**src/vhfc_pkg.sv**
```systemverilog
`default_nettype none
package vhfc_pkg;

	localparam int CHUNK_EDGE  = 16;
	localparam int COORD_W     = 4;
	localparam int FACE_COUNT  = 6;
	localparam int VOXEL_COUNT = CHUNK_EDGE * CHUNK_EDGE * CHUNK_EDGE;
	localparam int INDEX_W     = $clog2(VOXEL_COUNT);
	localparam int ENTRY_W     = FACE_COUNT + 1;
	localparam int OCC_BIT     = FACE_COUNT;

	localparam logic CMD_WRITE = 1'b0;
	localparam logic CMD_QUERY = 1'b1;

	localparam logic [FACE_COUNT-1:0] ALL_FACES = 6'h3F;

	typedef struct packed {
		logic                  command;
		logic [COORD_W-1:0]    pos_x;
		logic [COORD_W-1:0]    pos_y;
		logic [COORD_W-1:0]    pos_z;
		logic                  occupied;
		logic [FACE_COUNT-1:0] solid_mask;
	} in_word_t;

	typedef struct packed {
		logic                  found;
		logic [FACE_COUNT-1:0] visible_faces;
	} out_word_t;

	typedef struct packed {
		logic               we;
		logic [INDEX_W-1:0] addr;
		logic [ENTRY_W-1:0] wdata;
	} mem_req_t;

	function automatic logic [INDEX_W-1:0] vox_index(
		input logic [COORD_W-1:0] x,
		input logic [COORD_W-1:0] y,
		input logic [COORD_W-1:0] z
	);
		int sum;
		sum = int'(x) + int'(y) * CHUNK_EDGE + int'(z) * CHUNK_EDGE * CHUNK_EDGE;
		return INDEX_W'(sum);
	endfunction

	function automatic logic coord_inside(input logic [COORD_W:0] c);
		return int'(c) < CHUNK_EDGE;
	endfunction

endpackage
`default_nettype wire

```
**src/vhfc_ctrl.sv**
```systemverilog
`default_nettype none
module vhfc_ctrl (
	input  wire logic                     clk,
	input  wire logic                     arst_n,
	input  wire logic                     start,
	input  wire vhfc_pkg::in_word_t       cmd,
	output logic                          busy,
	output logic                          result_valid,
	output vhfc_pkg::out_word_t           result,
	output vhfc_pkg::mem_req_t            req,
	input  wire logic [vhfc_pkg::ENTRY_W-1:0] rdata
);
	import vhfc_pkg::*;

	typedef enum logic [2:0] {
		ST_CLEAR,
		ST_IDLE,
		ST_WRITE,
		ST_QUERY,
		ST_LAST
	} state_t;

	localparam logic [2:0] PH_SELF = 3'd0;
	localparam logic [2:0] PH_PX   = 3'd1;
	localparam logic [2:0] PH_NX   = 3'd2;
	localparam logic [2:0] PH_PY   = 3'd3;
	localparam logic [2:0] PH_NY   = 3'd4;
	localparam logic [2:0] PH_PZ   = 3'd5;
	localparam logic [2:0] PH_NZ   = 3'd6;

	state_t                state_q;
	in_word_t              item_q;
	logic                  self_ok_q;
	logic [2:0]            phase_q;
	logic [INDEX_W-1:0]    clr_q;
	logic                  self_occ_q;
	logic [FACE_COUNT-1:0] vis_q;
	logic                  rd_s1;
	logic [2:0]            phase_s1;
	logic                  nbok_s1;

	logic [COORD_W:0]      cx, cy, cz;
	logic [COORD_W:0]      nx, ny, nz;
	logic                  nb_ok;
	logic                  self_ok_in;
	logic [2:0]            face_d;
	logic [2:0]            face_opp;
	logic                  self_occ_n;
	logic [FACE_COUNT-1:0] vis_n;

	assign busy = (state_q != ST_IDLE);

	assign self_ok_in = coord_inside({1'b0, cmd.pos_x}) && coord_inside({1'b0, cmd.pos_y})
		&& coord_inside({1'b0, cmd.pos_z});

	assign cx = {1'b0, item_q.pos_x};
	assign cy = {1'b0, item_q.pos_y};
	assign cz = {1'b0, item_q.pos_z};

	always_comb begin
		nx = cx;
		ny = cy;
		nz = cz;
		case (phase_q)
			PH_SELF: begin
			end
			PH_PX: nx = cx + 1'b1;
			PH_NX: nx = cx - 1'b1;
			PH_PY: ny = cy + 1'b1;
			PH_NY: ny = cy - 1'b1;
			PH_PZ: nz = cz + 1'b1;
			PH_NZ: nz = cz - 1'b1;
			default: begin
			end
		endcase
		nb_ok = coord_inside(nx) && coord_inside(ny) && coord_inside(nz);
	end

	always_comb begin
		req.we    = 1'b0;
		req.addr  = vox_index(nx[COORD_W-1:0], ny[COORD_W-1:0], nz[COORD_W-1:0]);
		req.wdata = '0;
		case (state_q)
			ST_CLEAR: begin
				req.we   = 1'b1;
				req.addr = clr_q;
			end
			ST_WRITE: begin
				req.we    = self_ok_q;
				req.wdata = {item_q.occupied, item_q.solid_mask};
			end
			default: begin
			end
		endcase
	end

	// Each returned neighbor entry can hide the face it sits across from.
	always_comb begin
		face_d     = phase_s1 - 3'd1;
		face_opp   = face_d ^ 3'd1;
		self_occ_n = self_occ_q;
		vis_n      = vis_q;
		if (rd_s1) begin
			if (phase_s1 == PH_SELF) begin
				self_occ_n = nbok_s1 && rdata[OCC_BIT];
				vis_n      = ALL_FACES;
			end else if (nbok_s1 && rdata[OCC_BIT] && rdata[face_opp]) begin
				vis_n[face_d] = 1'b0;
			end
		end
	end

	always_ff @(posedge clk or negedge arst_n) begin
		if (!arst_n) begin
			state_q      <= ST_CLEAR;
			clr_q        <= '0;
			phase_q      <= PH_SELF;
			rd_s1        <= 1'b0;
			result_valid <= 1'b0;
		end else begin
			result_valid <= 1'b0;
			rd_s1        <= (state_q == ST_QUERY);
			phase_s1     <= phase_q;
			nbok_s1      <= nb_ok;
			self_occ_q   <= self_occ_n;
			vis_q        <= vis_n;
			case (state_q)
				ST_CLEAR: begin
					clr_q <= clr_q + 1'b1;
					if (clr_q == INDEX_W'(VOXEL_COUNT - 1)) begin
						state_q <= ST_IDLE;
					end
				end
				ST_IDLE: begin
					if (start) begin
						item_q    <= cmd;
						self_ok_q <= self_ok_in;
						phase_q   <= PH_SELF;
						state_q   <= (cmd.command == CMD_QUERY) ? ST_QUERY : ST_WRITE;
					end
				end
				ST_WRITE: begin
					state_q <= ST_IDLE;
				end
				ST_QUERY: begin
					if (phase_q == PH_NZ) begin
						state_q <= ST_LAST;
					end else begin
						phase_q <= phase_q + 3'd1;
					end
				end
				ST_LAST: begin
					result_valid         <= 1'b1;
					result.found         <= self_occ_n;
					result.visible_faces <= self_occ_n ? vis_n : '0;
					state_q              <= ST_IDLE;
				end
				default: begin
					state_q <= ST_IDLE;
				end
			endcase
		end
	end

	a_result_after_last: assert property (@(posedge clk) disable iff (!arst_n)
		result_valid |-> $past(state_q == ST_LAST))
		else $error("result strobe without a finished query");

	a_write_states: assert property (@(posedge clk) disable iff (!arst_n)
		req.we |-> (state_q == ST_CLEAR || state_q == ST_WRITE))
		else $error("store written outside clear or write");

	a_empty_no_faces: assert property (@(posedge clk) disable iff (!arst_n)
		(result_valid && !result.found) |-> (result.visible_faces == '0))
		else $error("faces reported for an empty voxel");

	a_phase_range: assert property (@(posedge clk) disable iff (!arst_n)
		(state_q == ST_QUERY) |-> (phase_q <= PH_NZ))
		else $error("query phase out of range");

endmodule
`default_nettype wire

```
**config.mk**
```make
export PLATFORM = sky130hd
export DESIGN_NAME = vhfc_ctrl
export DESIGN_NICKNAME = d
export VERILOG_FILES = /design/src/vhfc_pkg.sv /design/src/vhfc_ctrl.sv
export SDC_FILE = /design/constraint.sdc
export NUM_CORES = 1
export LEC_CHECK = 0
export BUFFER_PORTS_ARGS = -buffer_cell sky130_fd_sc_hd__buf_4
export CORE_UTILIZATION = 49
export CTS_BUF_LIST = sky130_fd_sc_hd__clkbuf_4 sky130_fd_sc_hd__clkbuf_8 sky130_fd_sc_hd__clkbuf_16
export CTS_CLUSTER_SIZE = 24
export DETAILED_ROUTE_END_ITERATION = 10
export PLACE_DENSITY = 0.81
export SLEW_MARGIN = 30
export SYNTH_ARGS = -nofsm -noshare
export SYNTH_HDL_FRONTEND = slang
export SYNTH_SLANG_ARGS = --single-unit
```
**constraint.sdc**
```tcl
create_clock -name clk -period 2.2 [get_ports clk]
set_input_delay 0.11 -clock clk [delete_from_list [all_inputs] [get_ports clk]]
set_output_delay 0.11 -clock clk [all_outputs]
set_load 0.005 [all_outputs]
```
Word-level counts from Yosys, hierarchy flattened:

Index checks and enable logic that the tools add are counted.

* flip-flop bits (word level): 57
* bits of input ports: 30
* output and inout port bits: 29
* word-level logic and storage cells: 89

* $add $sub $neg: 11
* $lt $le $gt $ge: 6
* equal/unequal tests: 16
* multiplexer cells: 24
* bitwise gates (word level): 3
* reductions and logical operators: 13

Operator list (count)
* 5-bit case mux with 2 select lines: 3
* 6-bit 2-to-1 mux: 3
* 4-bit by 1-bit adder with 5-bit output (second input constant): 3
* 5-bit less-than comparator (second input constant): 3
* 3-bit 2-to-1 mux: 5
* 4-bit by 1-bit subtractor with 5-bit output (second input constant): 3
* 12-bit by 1-bit adder with 12-bit output (second input constant): 1
* 9-bit by 12-bit adder with 12-bit output: 1
* 12-bit equality test (second input constant): 1
* 3-bit by 2-bit equality test with 1-bit output (second input constant): 4
* 3-bit equality test (second input constant): 4
* 12-bit 2-to-1 mux: 1
* 4-bit by 8-bit adder with 9-bit output: 1
* 3-bit case mux with 3 select lines: 1
* 3-bit AND reduction: 3
* 3-bit by 4-bit less-than comparator with 1-bit output (second input constant): 2
* 1-bit 2-to-1 mux: 7
* 7-bit 2-to-1 mux: 1
* 6-bit AND: 1
* 3-bit by 1-bit equality test with 1-bit output (second input constant): 2
* 3-bit zero test: 2
* 2-bit inequality test (second input constant): 3
* 6-bit inverter: 1
* 3-bit case mux with 2 select lines: 1
* other kinds (12): 16

Depth between registers and ports, before layout:

Gate-level depths: netlist (run 1).

* word-level depth: 10
* depth in mapped cells: 10
* mapped depth without buffers: 9

Worst setup path before layout (run 1):

Ideal clock, no wire load.

* kind: register -> register
* start: register phase_q[0]
* end: register nbok_s1 (data pin)
* setup time: 0.261 ns
* arrival: 1.944 ns
* required time: 1.939 ns
* slack: -0.005 ns
* stages on the path, launching flop included: 10
* buffers on the path: 1
* clock period less this slack: 2.205 ns
* path through: dfrtp_1 > inv_1 > ha_1 > buf_2 > and2_1 > fa_1 > a21o_1 > a21oi_1 > xnor2_1 > a211oi_1

* word-level cells in the longest chain between the ends: 5
* elaborated cells between the ends (all ways): 14
* those cells by class: 3 x order compare; 6 x eq/ne; 3 x mux; 2 x reduce/logical

RTL lines
* start: declaration: RTL line vhfc_ctrl.sv:34 `logic [2:0] phase_q;`
* start signal: assignment: RTL line vhfc_ctrl.sv:149 `phase_q <= phase_q + 3'd1;`
* 3-bit by 2-bit equality test with 1-bit output, or another cell as far along: RTL line vhfc_ctrl.sv:64 `case (phase_q)`
* 5-bit case mux with 2 select lines: RTL line vhfc_ctrl.sv:64
* 5-bit less-than comparator: RTL line vhfc_pkg.sv:48 `return int'(c) < CHUNK_EDGE;`
* 1-bit logical AND: RTL line vhfc_ctrl.sv:76 `nb_ok = coord_inside(nx) && coord_inside(ny) && coord_inside(nz);`
* 1-bit logical AND *: RTL line vhfc_ctrl.sv:76
* via nb_ok: RTL line vhfc_ctrl.sv:44 `logic nb_ok;`
* end signal: assignment: RTL line vhfc_ctrl.sv:124 `nbok_s1 <= nb_ok;`
* end: declaration: RTL line vhfc_ctrl.sv:40 `logic nbok_s1;`

The timed path passes the listed nets; every way through them passes the cells marked *.
A chain may end at the register's enable or synchronous reset.

==> results of run 1 <==
## where the power goes
group          internal (uW)  switching (uW)
registers               1340             156
logic                    835             809
clock network            753             431
## cells in the mapped netlist (2+ instances only)
cell type / n
edfxtp_1: 37
nand2_1: 31
dfrtp_1: 20
a21oi_1: 19
ha_1: 14
xnor2_1: 14
inv_1: 11
nor2_1: 11
o21ai_1: 11
and3_1: 10
o21ai_0: 8
xor2_1: 8
nand3_1: 7
clkbuf_1: 6
a21o_1: 4
and2_1: 4
mux2i_1: 4
nand4_1: 4
buf_2: 3
nand2b_1: 3
nand3b_1: 3
nor3_1: 3
fa_1: 2
mux2_2: 2
or3_1: 2
## flip-flops by register name, summed over array words and instances, names as in the netlist, 3 cells and up
signal,cells
item_q,7
cz,4
phase_q,3
vis_q,6
result,7
phase_s1,3
clr_q,12
cy,4
cx,4
state_q,3
## area by class of cell
cell class	instances	share of cell area, %
clock buffers	9	3.01
clock inverters	7	2.86
inverters	12	1.09
multi-input cells	183	32.1
flip-flops and latches	57	39.2
well taps	72	2.19
repair buffers	100	19.6
## worst max-delay path, stage by stage (launching register included)
cell and delay [ns]:
dfrtp_2 0.45, ha_4 0.19, buf_4 0.13, and2_4 0.18
buf_6 0.11, fa_2 0.36, xnor2_2 0.16, nor2_1 0.06
a21oi_1 0.14, o21ai_1 0.07, buf_4 0.13
## how the worst max path moves through the flow
stage                    to  slack (ns)
finish              req[17]       -0.25
global route         req[9]       -0.36
CTS                  req[9]       -0.15
detailed placement   req[9]        0.05
global placement     req[9]        0.08
floorplan           nbok_s1        0.04
## what timing repair did
action,4_1_cts,5_1_grt
pin swaps,11,10
endpoints found under the hold margin,40,0
buffers inserted,5,6
gates resized for setup,18,6
hold buffers,21,0
endpoints found under the setup margin,7,9
## metal layers
layer	vias to the layer above	global-route usage, %
li1	1136	-
met1	1139	29.8
met2	80	39.3
met3	10	4.25
met4	0	11.6
met5	-	0
## cell families after synthesis
family                     after synthesis
muxes                                    6
xor gates and xnor gates                22
AOI/OAI and AO/OA                       50
DFF                                     57
buffers and inverters                   21
adders and majority gates               16
and+or+nand+nor                         89
## metrics by stage
step,hold WS [ns],util [%],instance area [um^2],power (uW)
after floorplan,-0.186,-,2920,2320
after global routing,0.0473,73.0,4120,4580
after global placement,-0.0697,62.0,3500,2850
after CTS,0.0328,71.7,4040,4200
final,0.0411,73.0,4120,4330
after detailed placement,-0.0660,62.0,3500,2900
==> metrics.txt, run 1 <==
largest cells by area after synthesis edfxtp_1 (38%), dfrtp_1 (17%), ha_1 (6.0%), xnor2_1 (4.2%), nand2_1 (4.0%); PwrDens roughly 1100 nW/um^2; Worst Tran Pin Value ~0.49 ns; Synth top area share 38.0%; Seq cells post-synth between 50 and 60; CTS sink count 57; WP data arrival roughly 2.3 ns; Antenna Cells 0; met3 wire len about 280 um; final worst setup slack -0.248 ns; static leakage 0.00183 uW; clock period minus worst slack between 2 and 2.5 ns; multi-input logic area 1320 um^2; max-cap viol count 0; worst slack, placed 0.0451 ns; FF/Latch Area roughly 1600 um^2; RR Startpoint phase_q[1]; Fillers 398; Die ar. between 6000 and 7000 um^2; global placement routability congestion just over 0.9; Final Hold Fails 0; Detailed Place HPWL ~4600 um; relative max-transition margin roughly 68%; number of synthesized flops with an enable pin 37; Post-Synth Simple-Gate Area between 10% and 20%; Max FO, Critical Path 5; I/O pins approximately 60; DIE WIDTH around 80 um; synth-to-layout area growth 41.0%; Hold Path Origin cmd[19]; critical path class flip-flop to primary output; Clock Latency Late Sink 0.34 ns; mux contribution to synthesized area ~2.1%; first-pass GRT wire length 11000 um; layout cells sized above 1 around a third; syn_area_per_cell roughly 11 um^2; Max Used Layer met4; vias per inst about 5.4; Detail Route Antenna Nets 0; Post-Synth XOR/XNOR Area roughly 6.6%; status complete, but fails checks; Setup violations, final 9; number of H-tree levels 3; met2 routed WL 3460 um; initial antenna violation count 0; Site Rows 27; 1st-iter DRT viols about 150; hold crit path type input port to flip-flop; share of flip-flops with an asynchronous set or reset between 30% and 40%; die height 79.2 um; detailed-route DRC error count 0; non-filler cells, final 440; Worst Hold Path EP state_q[0]; Yosys Warn Count 0; Crit. End Element primary output; Inst Count DP 393; TritonCTS clock tree yes; largest net degree at the start of global routing 27; Cell variety after synth 45; Main synth FF type edfxtp_1; Yosys top cell by area edfxtp_1; IO Port Bufs slightly below 60; flop2flop setup slack -0.02 ns; Worst-path clk slew approximately 0.070 ns; Root Buffer Master clkbuf_8; FF-to-FF End nbok_s1; Cell Area, Synth 2920 um^2; Initial Util 51.8%; Final #Nets approximately 410; vias in the first global route 2330; fmax around 0.41 GHz; Post-Syn Nets roughly 300; skew final 0.00815 ns; register area share after synthesis roughly 55%; total gr overflow 0; CTS Buf Count 9; R2R cell count 9; most common cell after layout, fill and taps aside buf_4; Initial DRT Pass Iterations 4; final setup TNS -1.45 ns; Final Cycle Share 111%; clock buffer depth 2; core area 5640 um^2; Compound-Gate Fraction of Synth Area ~9.6%; main combinational cell family by area after synthesis simple AND/OR/NAND/NOR gates; all-layer global routing usage between 20% and 30%; Detailed Route WL 6720 um; most frequent cells in the layout buf_4 (78), edfxtp_1 (37), nand2_1 (31); Critical Path Source phase_q[1]; failing checks setup timing; CP required about 2.1 ns; Hold Crit Depth 3; adder-cell share of the synthesized area about 7.4%; wire length per cell around 15 um; Final Slew Violations 0; M1 wire length 2860 um; Cells after Synth around 260; Critical Path Start Type flip-flop; VDD IR max around 0.64 mV; RSZ-0062 raised after global routing yes; vias between 2000 and 2500
(Power assumes the default switching activity.)
==> run 2: changes to the inputs <==
--- a/config.mk
+++ b/config.mk
@@ -6,11 +6,11 @@
 export NUM_CORES = 1
 export LEC_CHECK = 0
 export BUFFER_PORTS_ARGS = -buffer_cell sky130_fd_sc_hd__buf_4
-export CORE_UTILIZATION = 49
+export CORE_UTILIZATION = 40
 export CTS_BUF_LIST = sky130_fd_sc_hd__clkbuf_4 sky130_fd_sc_hd__clkbuf_8 sky130_fd_sc_hd__clkbuf_16
 export CTS_CLUSTER_SIZE = 24
 export DETAILED_ROUTE_END_ITERATION = 10
-export PLACE_DENSITY = 0.81
+export PLACE_DENSITY = 0.7
 export SLEW_MARGIN = 30
 export SYNTH_ARGS = -nofsm -noshare
 export SYNTH_HDL_FRONTEND = slang
==> metrics.txt, run 2 (synthesized netlist as in run 1, its figures left out) <==
Crit. End Element primary output; fmax 0.434 GHz; Root Buffer Master clkbuf_8; Antenna Cells 0; max reg flops 12; clock power share 24.2%; static leakage 0.00178 uW; switching power share of the total between 30% and 40%; status complete, but fails checks; Fillers between 500 and 600; sw power about 1300 uW; wire length per cell around 14 um; Final Hold Fails 0; CTS sink count 57; VDD IR max 0.446 mV; final worst setup slack -0.103 ns; Die ar. between 7000 and 8000 um^2; 1st-iter DRT viols between 100 and 150; all-layer global routing usage a little under a fifth; Post-DP Area between 3000 and 4000 um^2; I/O pins 59; clock period minus worst slack approximately 2.3 ns; PwrDens 992 nW/um^2; Initial Util about 42%; IO Port Bufs 58; detailed-route DRC error count 0; DIE WIDTH between 80 and 90 um; die height roughly 90 um; top flop regs clr_q (12), item_q (7), result (7); Detailed Route WL approximately 6300 um; Worst Tran Pin Value between 0.5 and 0.6 ns; failing checks setup timing; Detail Route Antenna Nets 0; Most flops, register clr_q; critical path class flip-flop to primary output; Clock Latency Late Sink between 0.3 and 0.4 ns; largest net degree at the start of global routing 30; most common cell after layout, fill and taps aside buf_4; hold crit path type input port to flip-flop; clock buffer depth 2; Flop pwr share 37.5%; skew final about 0.0076 ns; vias in the first global route between 2000 and 2500; synth-to-layout area growth 38.9%; Worst-path clk slew 0.07 ns; Gate power share 38.3%; Final Cycle Share 105%; Initial DRT Pass Iterations 4; relative max-transition margin between 60% and 70%; Detailed Place HPWL between 4000 and 5000 um; RSZ-0062 raised after global routing yes; Final Util 58.8%; CTS Buf Count 9; Total Power 4030 uW; layout cells sized above 1 31.2%; Max FO, Critical Path 4; core area approximately 6900 um^2; post-route cell area about 4000 um^2; WP data arrival approximately 2.2 ns; first-pass GRT wire length 10300 um; Setup violations, final 6; vias per inst ~4.9; initial antenna violation count 0; max-cap viol count 0; global placement routability congestion between 0.8 and 0.9; most frequent cells in the layout buf_4 (75), edfxtp_1 (37), nand2_1 (31); Critical Path Start Type flip-flop; number of H-tree levels 3; vias ~2300; CP required 2.09 ns; Site Rows 30; Final #Nets between 400 and 500; Int Pwr 2690 uW; total gr overflow 0; Final Slew Violations 0; TritonCTS clock tree yes
run 2: worst paths after layout:
path / cells after the start / from / endpoint / slack [ns]
min in group asynchronous: 2 / arst_n / state_q[0] / 0.12
hold reg to reg: 1 / clr_q[10] / clr_q[10] / 0.50
setup / recovery: 10 / phase_q[0] / req[9] / -0.10
setup reg to reg: 8 / phase_q[1] / nbok_s1 / 0.12
hold / removal: 3 / cmd[19] / state_q[0] / 0.05
max in group asynchronous: 3 / arst_n / phase_q[1] / 1.49
run 2: repair_timing:
item	in CTS	in global routing
setup endpoints to repair	7	10
pin swaps	9	5
hold endpoints to repair	40	0
buffers inserted	4	2
hold buffers	21	0
resized for setup	14	5
run 2: final cells by class:
type | count | area, um^2 | share of cell area, %
flip-flops and latches | 57 | 1610 | 39.7
multi-input cells | 183 | 1290 | 31.9
clock buffers | 11 | 145 | 3.58
inverters | 12 | 45.0 | 1.11
repair buffers | 97 | 785 | 19.3
clock inverters | 5 | 55.1 | 1.36
well taps | 96 | 120 | 2.96
run 2: power groups by stage:
stage | clock network [uW] | logic [uW] | registers, uW
after floorplan | 0 | 863 | 1460
after global placement | 0 | 1360 | 1510
after detailed placement | 0 | 1400 | 1520
after CTS | 996 | 1510 | 1510
after global routing | 1060 | 1700 | 1530
final | 973 | 1540 | 1510
run 2: stage by stage:
stage	hold slack (ns)	std cells	setup slack [ns]	TNS [ns]
5_1_grt	0.0487	461	-0.261	-1.31
3_3_place_gp	-0.0777	418	0.0677	0
6_report	0.0473	461	-0.103	-0.428
3_5_place_dp	-0.0760	418	0.0457	0
2_1_floorplan	-0.186	261	0.0442	0
4_1_cts	0.0335	459	-0.130	-0.577
run 2: layer usage:
metal / GRT usage (%) / up-vias / wire, um
met5: 0 / - / 0
met4: 9.69 / 0 / 99
met3: 4.08 / 8 / 210
met2: 30.2 / 50 / 3190
met1: 22.6 / 1082 / 2850
li1: - / 1136 / -
run 2: worst max-delay path, cell delays in order, from the launching register on:
cell	delay, ns
dfrtp_1	0.39
inv_2	0.10
ha_4	0.15
nand2b_1	0.07
xnor2_1	0.13
ha_2	0.18
or3b_1	0.37
a21oi_2	0.14
xnor2_1	0.13
a21oi_1	0.09
buf_4	0.14
==> run 3: changes to the inputs <==
--- a/config.mk
+++ b/config.mk
@@ -11,6 +11,7 @@
 export CTS_CLUSTER_SIZE = 24
 export DETAILED_ROUTE_END_ITERATION = 10
 export PLACE_DENSITY = 0.7
+export SKIP_CTS_REPAIR_TIMING = 1
 export SLEW_MARGIN = 30
 export SYNTH_ARGS = -nofsm -noshare
 export SYNTH_HDL_FRONTEND = slang
==> metrics.txt, run 3 (synthesized netlist as in run 1, its figures left out) <==
Detailed Place HPWL 4540 um; Final Cycle Share 105%; detailed-route DRC error count 0; relative max-transition margin between 60% and 70%; Critical Path Start Type flip-flop; vias roughly 2300; IO Port Bufs 58; Die ar. between 7000 and 8000 um^2; final worst setup slack -0.109 ns; synth-to-layout area growth 38.9%; max reg flops 12; Crit. End Element primary output; vias in the first global route 2104; max-cap viol count 0; Final #Nets ~400; DIE WIDTH slightly below 90 um; hold slack a little under 0.05 ns; VDD IR max a little under 0.5 mV; Setup violations, final 3; largest net degree at the start of global routing 30; Fillers just under 600; Initial DRT Pass Iterations 4; die height 87.4 um; Detail Route Antenna Nets 0; status complete, but fails checks; Final Slew Violations 0; initial antenna violation count 0; I/O pins a little under 60; core area 6910 um^2; Max FO, Critical Path 5; RSZ-0062 raised after global routing yes; TritonCTS clock tree yes; Final Util around three fifths; global placement routability congestion around 0.86; Most flops, register clr_q; Worst Tran Pin Value roughly 0.53 ns; hold crit path type input port to flip-flop; first-pass GRT wire length just under 10000 um; Detailed Route WL between 6000 and 7000 um; Clock Latency Late Sink ~0.33 ns; failing checks setup timing; Antenna Cells 0; 1st-iter DRT viols roughly 150; all-layer global routing usage between 10% and 20%; total gr overflow 0; Root Buffer Master clkbuf_8; clock period minus worst slack between 2 and 2.5 ns; Total Power about 4000 uW; skew final a little over 0.008 ns; CTS sink count between 50 and 60; PwrDens between 900 and 1000 nW/um^2; Final Hold Fails 0; number of H-tree levels 3; critical path class flip-flop to primary output; CP required approximately 2.1 ns; fmax ~0.43 GHz; WP data arrival roughly 2.2 ns; most common cell after layout, fill and taps aside buf_4; Worst-path clk slew roughly 0.07 ns; layout cells sized above 1 around 31%; clock buffer depth 2; vias per inst around 5.0; most frequent cells in the layout buf_4 (72), edfxtp_1 (37), nand2_1 (30); CTS Buf Count 9; static leakage ~0.0018 uW; top flop regs clr_q (12), item_q (7), result (7); wire length per cell about 14 um; Initial Util around 42%; Site Rows 30
## run 3: cell count changes in the layout (fill, tap and decap cells not counted), moves of 2 or more
cell / delta
inv_2: -2
ha_1: -4
buf_4: -3
ha_2: +2
ha_4: +2
## run 3: worst paths after layout
kind	start	endpoint	slack, ns	cells past startpoint
hold / removal	cmd[19]	state_q[0]	0.05	3
setup / recovery	phase_q[0]	req[9]	-0.11	10
min in group asynchronous	arst_n	state_q[0]	0.12	2
setup reg to reg	phase_q[0]	nbok_s1	0.10	10
hold reg to reg	clr_q[10]	clr_q[10]	0.50	1
max in group asynchronous	arst_n	phase_q[1]	1.50	3
## run 3: critical path, cell delays in order (launching register included)
cell	delay (ns)
dfrtp_1	0.39
inv_2	0.09
ha_4	0.16
nand2b_1	0.07
xnor2_1	0.13
ha_2	0.18
or3b_1	0.37
a21oi_2	0.14
xnor2_1	0.13
a21oi_1	0.08
buf_4	0.14
## run 3: layout make-up
class	count	area, um^2	area share [%]
inverter	12	47.5	1.17
timing repair buffer	93	751	18.5
clock buffer	11	145	3.58
tap	96	120	2.96
multi-input combinational	183	1330	32.7
clock inverter	5	55.1	1.36
sequential	57	1610	39.7
## run 3: routing by layer
metal  part of all wire [%]  wire length, um  up-vias  track usage (%)
met4                    1.9              122        0             9.84
met2                     49             3070       57             28.2
met1                     45             2850     1074             21.6
met5                      0                0        -                0
li1                       -                -     1128                -
met3                    3.5              222       10             3.98
## run 3: report_power, final
part           switching (uW)  total [uW]  internal (uW)
clock                     409         971            562
sequential                167        1510           1340
combinational             753        1540            783
## run 3: stage by stage
| step | instances | instance area [um^2] | worst slack, ns | TNS, ns |
|---|---|---|---|---|
| after global placement | 418 | 3540 | 0.0677 | 0 |
| after detailed placement | 418 | 3540 | 0.0457 | 0 |
| after CTS | 434 | 3740 | -0.331 | -1.18 |
| final | 457 | 4060 | -0.109 | -0.286 |
| after floorplan | 261 | 2920 | 0.0442 | 0 |
| after global routing | 457 | 4060 | -0.256 | -1.07 |
